$ cat src/wjd_pkg.sv
// Shared constants and command type for the weighted Jaccard distance block.
package wjd_pkg;

  localparam int WGT_W  = 16;
  localparam int ACC_W  = 26;
  localparam int CNT_W  = 11;
  localparam int DIST_W = 17;
  localparam int SUM_W  = ACC_W + 1;
  localparam int REM_W  = ACC_W + 2;

  localparam int IN_DATA_W  = 2 * WGT_W;
  localparam int OUT_BITS   = DIST_W + 2 * ACC_W;
  localparam int OUT_DATA_W = ((OUT_BITS + 7) / 8) * 8;
  localparam int OUT_USER_W = 2;

  localparam logic [ACC_W-1:0]  ACC_MAX = {ACC_W{1'b1}};
  localparam logic [CNT_W-1:0]  CNT_MAX = {CNT_W{1'b1}};
  localparam logic [DIST_W-1:0] Q_ONE   = DIST_W'(65536);

  // one quotient bit per step: the integer bit, then 16 fraction bits
  localparam int DIV_STEPS = DIST_W;
  localparam int STEP_W    = $clog2(DIV_STEPS);

  typedef struct packed {
    logic acc_en;
    logic snap;
    logic div_step;
    logic div_first;
    logic out_load;
  } cmd_t;

endpackage

$ cat src/wjd_ctrl.sv
// Controller: accumulate, divide and result hand-off sequencing.
module wjd_ctrl (
  input  logic              clk,
  input  logic              rst,
  input  logic              in_valid,
  input  logic              in_last,
  output logic              in_ready,
  output logic              out_valid,
  input  logic              out_ready,
  output wjd_pkg::cmd_t     cmd
);

  typedef enum logic [2:0] {
    ST_ACCUM  = 3'b001,
    ST_DIVIDE = 3'b010,
    ST_HOLD   = 3'b100
  } state_t;

  state_t                       state, state_next;
  logic [wjd_pkg::STEP_W-1:0]   step_cnt, step_cnt_next;
  logic                         out_valid_next;
  logic                         fire;

  assign in_ready = (state == ST_ACCUM);
  assign fire     = in_valid & in_ready;

  always_comb begin
    state_next     = state;
    step_cnt_next  = step_cnt;
    cmd            = '0;
    unique case (state)
      ST_ACCUM: begin
        cmd.acc_en = fire;
        cmd.snap   = fire & in_last;
        if (fire && in_last) begin
          state_next    = ST_DIVIDE;
          step_cnt_next = '0;
        end
      end
      ST_DIVIDE: begin
        cmd.div_step  = 1'b1;
        cmd.div_first = (step_cnt == '0);
        step_cnt_next = step_cnt + 1'b1;
        if (step_cnt == wjd_pkg::STEP_W'(wjd_pkg::DIV_STEPS - 1)) begin
          state_next = ST_HOLD;
        end
      end
      ST_HOLD: begin
        if (!out_valid || out_ready) begin
          cmd.out_load = 1'b1;
          state_next   = ST_ACCUM;
        end
      end
      default: begin
        state_next = ST_ACCUM;
      end
    endcase
  end

  always_comb begin
    out_valid_next = out_valid;
    if (cmd.out_load) begin
      out_valid_next = 1'b1;
    end else if (out_ready) begin
      out_valid_next = 1'b0;
    end
  end

  always_ff @(posedge clk) begin
    if (rst) begin
      state     <= ST_ACCUM;
      step_cnt  <= '0;
      out_valid <= 1'b0;
    end else begin
      state     <= state_next;
      step_cnt  <= step_cnt_next;
      out_valid <= out_valid_next;
    end
  end

endmodule

$ cat src/wjd_dpath.sv
// Datapath: weight accumulators, column count, serial divider, result register.
module wjd_dpath #(
  parameter int MAX_COLUMNS = 1024,
  parameter int WEIGHT_BITS = 16
) (
  input  logic                               clk,
  input  logic                               rst,
  input  logic                               cfg_we,
  input  logic [wjd_pkg::CNT_W-1:0]          cfg_wdata,
  input  logic [wjd_pkg::IN_DATA_W-1:0]      in_data,
  input  wjd_pkg::cmd_t                      cmd,
  output logic [wjd_pkg::OUT_DATA_W-1:0]     out_data,
  output logic [wjd_pkg::OUT_USER_W-1:0]     out_user
);

  localparam logic [wjd_pkg::WGT_W-1:0] WMASK =
    (WEIGHT_BITS >= wjd_pkg::WGT_W) ? {wjd_pkg::WGT_W{1'b1}}
                                    : wjd_pkg::WGT_W'((64'd1 << WEIGHT_BITS) - 64'd1);
  localparam logic [wjd_pkg::CNT_W-1:0] NUM_COLUMNS_RST = wjd_pkg::CNT_W'(MAX_COLUMNS);

  logic [wjd_pkg::CNT_W-1:0]  num_columns;
  logic [wjd_pkg::ACC_W-1:0]  intersect_acc, distinct_acc;
  logic [wjd_pkg::CNT_W-1:0]  column_count;

  logic [wjd_pkg::WGT_W-1:0]  wa, wb;
  logic                       hit_i, hit_d;
  logic [wjd_pkg::SUM_W-1:0]  sum_i, sum_d;
  logic [wjd_pkg::ACC_W-1:0]  i_new, d_new;
  logic [wjd_pkg::CNT_W-1:0]  cnt_new;

  logic [wjd_pkg::ACC_W-1:0]  res_i, res_d;
  logic                       res_empty, res_err;
  logic [wjd_pkg::SUM_W-1:0]  div_den;
  logic [wjd_pkg::REM_W-1:0]  div_rem, rem_sh, rem_sub;
  logic [wjd_pkg::DIST_W-1:0] div_q;
  logic                       q_bit;

  assign wa    = in_data[wjd_pkg::WGT_W-1:0] & WMASK;
  assign wb    = in_data[wjd_pkg::IN_DATA_W-1:wjd_pkg::WGT_W] & WMASK;
  assign hit_i = (wa != '0) && (wa == wb);
  assign hit_d = (wa == '0) != (wb == '0);

  assign sum_i = {1'b0, intersect_acc} + wjd_pkg::SUM_W'(wa);
  assign sum_d = {1'b0, distinct_acc} + wjd_pkg::SUM_W'(wa | wb);

  always_comb begin
    i_new = intersect_acc;
    d_new = distinct_acc;
    if (hit_i) begin
      i_new = sum_i[wjd_pkg::ACC_W] ? wjd_pkg::ACC_MAX : sum_i[wjd_pkg::ACC_W-1:0];
    end
    if (hit_d) begin
      d_new = sum_d[wjd_pkg::ACC_W] ? wjd_pkg::ACC_MAX : sum_d[wjd_pkg::ACC_W-1:0];
    end
  end

  assign cnt_new = (column_count == wjd_pkg::CNT_MAX) ? column_count : column_count + 1'b1;

  // restoring divide of D*2^16 by I+D; D <= I+D so the first step is unshifted
  assign rem_sh  = cmd.div_first ? div_rem : {div_rem[wjd_pkg::REM_W-2:0], 1'b0};
  assign q_bit   = (rem_sh >= {1'b0, div_den});
  assign rem_sub = rem_sh - {1'b0, div_den};

  always_ff @(posedge clk) begin
    if (rst) begin
      num_columns   <= NUM_COLUMNS_RST;
      intersect_acc <= '0;
      distinct_acc  <= '0;
      column_count  <= '0;
    end else begin
      if (cfg_we) begin
        num_columns <= cfg_wdata;
      end
      if (cmd.acc_en) begin
        if (cmd.snap) begin
          intersect_acc <= '0;
          distinct_acc  <= '0;
          column_count  <= '0;
        end else begin
          intersect_acc <= i_new;
          distinct_acc  <= d_new;
          column_count  <= cnt_new;
        end
      end
    end
  end

  always_ff @(posedge clk) begin
    if (cmd.snap) begin
      res_i     <= i_new;
      res_d     <= d_new;
      res_empty <= (i_new == '0) && (d_new == '0);
      res_err   <= (cnt_new != num_columns);
      div_den   <= {1'b0, i_new} + {1'b0, d_new};
      div_rem   <= {2'b00, d_new};
      div_q     <= '0;
    end else if (cmd.div_step) begin
      div_rem <= q_bit ? rem_sub : rem_sh;
      div_q   <= {div_q[wjd_pkg::DIST_W-2:0], q_bit};
    end
    if (cmd.out_load) begin
      out_data <= {(wjd_pkg::OUT_DATA_W - wjd_pkg::OUT_BITS)'(0), res_d, res_i,
                   res_empty ? wjd_pkg::Q_ONE : div_q};
      out_user <= {res_err, res_empty};
    end
  end

endmodule

$ cat src/weighted_jaccard_distance.sv
// Top level of the weighted Jaccard distance block.
//
// Slave stream: one column per transfer, s_tdata = {attr_b, attr_a}, s_tlast
// marks the final column of a vector pair. Columns are taken one per cycle.
// Master stream: one transfer per vector pair, m_tdata = {distinct_total,
// intersect_total, distance} with distance in Q1.16 (65536 = 1.0), and
// m_tuser = {length_error, empty_res}.
// cfg_we/cfg_wdata write the expected column count (reset: MAX_COLUMNS).
// After the last column is accepted the input stalls while the distance is
// formed by a 17-step shift-subtract divider, one quotient bit per cycle; the
// result then passes through a holding state into the output register; m_tvalid
// is set in the same cycle that s_tready returns high. If the receiver stalls,
// the finished result waits in the holding state until the output register
// frees; s_tready stays low meanwhile.
// Synchronous reset clears the sums, column count and output valid.
module weighted_jaccard_distance #(
  parameter int MAX_COLUMNS = 1024,
  parameter int WEIGHT_BITS = 16
) (
  input  logic                              clk,
  input  logic                              rst,
  input  logic                              cfg_we,
  input  logic [wjd_pkg::CNT_W-1:0]         cfg_wdata,
  input  logic                              s_tvalid,
  output logic                              s_tready,
  input  logic [wjd_pkg::IN_DATA_W-1:0]     s_tdata,  // attr_a, attr_b
  input  logic                              s_tlast,
  output logic                              m_tvalid,
  input  logic                              m_tready,
  output logic [wjd_pkg::OUT_DATA_W-1:0]    m_tdata,  // distance, intersect_total, distinct_total
  output logic [wjd_pkg::OUT_USER_W-1:0]    m_tuser   // empty_res, length_error
);

  wjd_pkg::cmd_t cmd;

  wjd_ctrl u_ctrl (
    .clk       (clk),
    .rst       (rst),
    .in_valid  (s_tvalid),
    .in_last   (s_tlast),
    .in_ready  (s_tready),
    .out_valid (m_tvalid),
    .out_ready (m_tready),
    .cmd       (cmd)
  );

  wjd_dpath #(
    .MAX_COLUMNS (MAX_COLUMNS),
    .WEIGHT_BITS (WEIGHT_BITS)
  ) u_dpath (
    .clk       (clk),
    .rst       (rst),
    .cfg_we    (cfg_we),
    .cfg_wdata (cfg_wdata),
    .in_data   (s_tdata),
    .cmd       (cmd),
    .out_data  (m_tdata),
    .out_user  (m_tuser)
  );

endmodule

$ cat config.mk
export PLATFORM = sky130hd
export DESIGN_NAME = weighted_jaccard_distance
export DESIGN_NICKNAME = d
export VERILOG_FILES = /design/src/wjd_pkg.sv /design/src/wjd_ctrl.sv /design/src/wjd_dpath.sv /design/src/weighted_jaccard_distance.sv
export SDC_FILE = /design/constraint.sdc
export NUM_CORES = 1
export LEC_CHECK = 0
export BUFFER_PORTS_ARGS = -buffer_cell sky130_fd_sc_hd__buf_2
export CORE_MARGIN = 4
export CORE_UTILIZATION = 45
export DETAILED_ROUTE_END_ITERATION = 7
export PLACE_DENSITY_LB_ADDON = 0.12
export SLEW_MARGIN = 20
export SYNTH_ARGS = -nofsm -noshare
export SYNTH_HDL_FRONTEND = slang
export SYNTH_SLANG_ARGS = --single-unit
$ cat constraint.sdc
create_clock -name clk -period 7.35 [get_ports clk]
set_input_delay 1.47 -clock clk [delete_from_list [all_inputs] [get_ports clk]]
set_output_delay 1.47 -clock clk [all_outputs]
set_load 0.03 [all_outputs]
==> impl_metrics.env <==
export IMPL_area_growth_pct=14.0
export IMPL_grt_overflow=0
export IMPL_io_pins=125
export IMPL_setup_viol=0
export IMPL_period_share_pct=87.2
export IMPL_synth_edf_count=178
export IMPL_portBuffers=121
export IMPL_crit_start="s_tdata[0]"
export IMPL_cts_resized=0
export IMPL_wl_um=42600
export IMPL_ir_drop_uv=203
export IMPL_dpl_worst_slack_ns=0.333
export IMPL_die_h_um=198
export IMPL_post_route_min_period_ns=6.41
export IMPL_leakagePower_nw=7.65
export IMPL_grt_pass1_vias=12500
export IMPL_synthFlopType="edfxtp_1"
export IMPL_end_kind="flip-flop"
export IMPL_swShare_pct=34.0
export IMPL_rsz0062_at_grt="no"
export IMPL_synth_cell_types=88
export IMPL_num_vias=12900
export IMPL_maxSlewViolCount=0
export IMPL_p_sw_mw=1.84
export IMPL_start_util_pct=45.7
export IMPL_r2r_start="u_dpath.intersect_acc[0]"
export IMPL_rows=69
export IMPL_critical_path_required_ns=7.68
export IMPL_antenna_found_initial=2
export IMPL_grt_first_pass_wirelength_um=66900
export IMPL_cp_start_kind="input pin"
export IMPL_cts_buffers_inserted=31
export IMPL_place_hpwl_um=30700
export IMPL_min_delay_start="u_dpath.res_i[7]"
export IMPL_place_gp_congestion=0.954
export IMPL_htree_levels=1
export IMPL_synth_area_per_cell_sq_um=9.48
export IMPL_postCtsHoldBufs=0
export IMPL_grt_max_degree=83
export IMPL_drive_above_1_share_pct=13.6
export IMPL_die_area_sq_um=39200
export IMPL_setup_worst_path_class="input pin to flip-flop"
export IMPL_clock_latency_ns=0.60
export IMPL_grt_total_usage_pct=21.2
export IMPL_synth_seq_cells=280
export IMPL_hold_path_class="flip-flop to flip-flop"
export IMPL_internal_power_mw=3.57
export IMPL_die_w_um=198
export IMPL_synth_seq_area_share_pct=45.4
export IMPL_pwr_share_clk_pct=31.0
export IMPL_crit_arrival_ns=6.74
export IMPL_clock_sinks=280
export IMPL_cap_violations=0
export IMPL_worst_slew_pin_slew_ns=0.988
export IMPL_mostFrequentLayoutCells="nand2_1, nor2_1, edfxtp_1, buf_2, inv_1"
export IMPL_p_total_mw=5.41
export IMPL_outcome="complete, no violations"
export IMPL_nets=1988
export IMPL_pwr_share_seq_pct=37.1
export IMPL_timing_slew_headroom_pct=34.1
export IMPL_worst_slack_ns=0.938
export IMPL_power_density_nw_per_um2=292
export IMPL_dr_first_iter_drc_count=997
export IMPL_yosysWarnings=0
export IMPL_drc=0
export IMPL_skew_ns=0.0145
export IMPL_viasPerCell=5.57
export IMPL_synth_top_area_share_pct=32.9
export IMPL_synth_top_area_cell="edfxtp_1"
export IMPL_cts_root_buffer="clkbuf_16"
export IMPL_post_cts_buffers=0
export IMPL_clockBufferDepth=3
export IMPL_clk_pin_slew_ns=0.07
export IMPL_first_pass_iters=6
export IMPL_tritoncts="built"
export IMPL_async_flop_share_pct=0
export IMPL_ant_nets=0
export IMPL_coreArea_sq_um=35600
export IMPL_synth_top_cells_by_area="edfxtp_1, dfxtp_1, ha_1"
export IMPL_layout_commonest_cell="nand2_1"
export IMPL_fin_tns_setup_ns=0
export IMPL_combPwrFrac_pct=31.8
export IMPL_n_antenna_cell=0
export IMPL_worstPathMaxFanout=4
export IMPL_fillers=3288
export IMPL_fmax_ghz=0.156
export IMPL_finalHoldViolCount=0
export IMPL_syn_cell_area_sq_um=16300
export IMPL_wl_per_cell_um=18.4
export IMPL_synthCells=1715
==> layout make-up <==
cell class                      instances  area [sq um]  area share [%]
Inverter                              117           442            2.38
Multi-Input combinational cell       1252          8200            44.2
Clock buffer                           32           779            4.20
Timing Repair Buffer                  149           828            4.47
Tap cell                              461           577            3.11
Clock inverter                         26           328            1.77
Sequential cell                       280          7390            39.8
==> through the flow <==
step           instances  utilization (%)  cell area, sq um  hold WS [ns]
2_1_floorplan       1717                -             16300         0.400
3_3_place_gp        2259             49.0             17400         0.402
3_5_place_dp        2259             49.0             17400         0.405
4_1_cts             2317             52.1             18500         0.416
5_1_grt             2317             52.1             18500         0.422
6_report            2317             52.1             18500         0.415
==> path summary, 6_finish.rpt <==
path	endpoint	slack [ns]	cells past startpoint
max	u_dpath.div_den[23]	0.94	23
min	u_dpath.out_data[24]	0.42	0
max reg2reg	u_dpath.div_den[23]	1.49	22
min reg2reg	u_dpath.out_data[24]	0.42	0
==> logic make-up after synthesis <==
family / share of synthesized area (%)
AOI/OAI and AO/OA: 17.7
xor gates and xnor gates: 4.74
adders and majority gates: 8.65
buffers and inverters: 4.46
DFF: 45.4
muxes: 1.80
other: 0.0231
and+or+nand+nor: 17.1
==> layer usage <==
| layer | global-route usage [%] | vias to the layer above | wire [um] | share of wire (%) |
|---|---|---|---|---|
| met5 | 0 | - | 13 | 0.031 |
| met4 | 5.69 | 2 | 978 | 2.3 |
| met3 | 2.99 | 56 | 2150 | 5.1 |
| met2 | 34.7 | 316 | 19600 | 46 |
| met1 | 29.8 | 6121 | 19800 | 47 |
| li1 | - | 6419 | - | - |
==> critical path: stages <==
cell and delay, ns:
buf_2 0.12, ha_1 0.19, inv_1 0.07, fa_1 0.42, nor2b_1 0.17, o211ai_1 0.18, a21o_1 0.22, a211o_1 0.33
a21oi_1 0.34, nor2_1 0.11, a22oi_1 0.48, ha_1 0.36, a211oi_1 0.24, nor2_1 0.09, o21a_1 0.18, o21ai_0 0.23
a21oi_1 0.14, maj3_4 0.37, a21oi_2 0.29, o211ai_4 0.14, a41oi_4 0.30, mux2i_1 0.21, nand3_1 0.08
==> synth_stat cells, types with 11 or more instances <==
cell	instances
a211oi_1	11
a21o_1	35
a21oi_1	109
a22oi_1	56
a31oi_1	32
and3_1	20
clkbuf_1	49
dfxtp_1	102
edfxtp_1	178
ha_1	104
inv_1	116
mux2i_1	18
nand2_1	204
nand2b_1	19
nand3_1	34
nand4_1	18
nor2_1	191
nor2b_1	32
nor3_1	19
nor4_1	21
o211ai_1	14
o21a_1	13
o21ai_0	49
o21bai_1	12
xnor2_1	63
xor2_1	25
==> flip-flops by register name (all words and copies together) (netlist names), 17 cells and up <==
signal / cells
u_dpath.out_data: 69
u_dpath.distinct_acc: 26
u_dpath.intersect_acc: 26
u_dpath.div_den: 27
u_dpath.res_d: 26
u_dpath.div_rem: 28
u_dpath.div_q: 17
u_dpath.res_i: 26
==> power groups by stage <==
| stage | Combinational, mW | Clock [mW] | Sequential, mW |
|---|---|---|---|
| after floorplan | 1.27 | 0 | 2.09 |
| after global placement | 1.71 | 0 | 2.03 |
| after detailed placement | 1.72 | 0 | 2.04 |
| after CTS | 1.73 | 1.73 | 2.01 |
| after global routing | 1.93 | 1.79 | 2.02 |
| final | 1.72 | 1.68 | 2.01 |
Note: power is estimated with default switching activity, not from simulation.
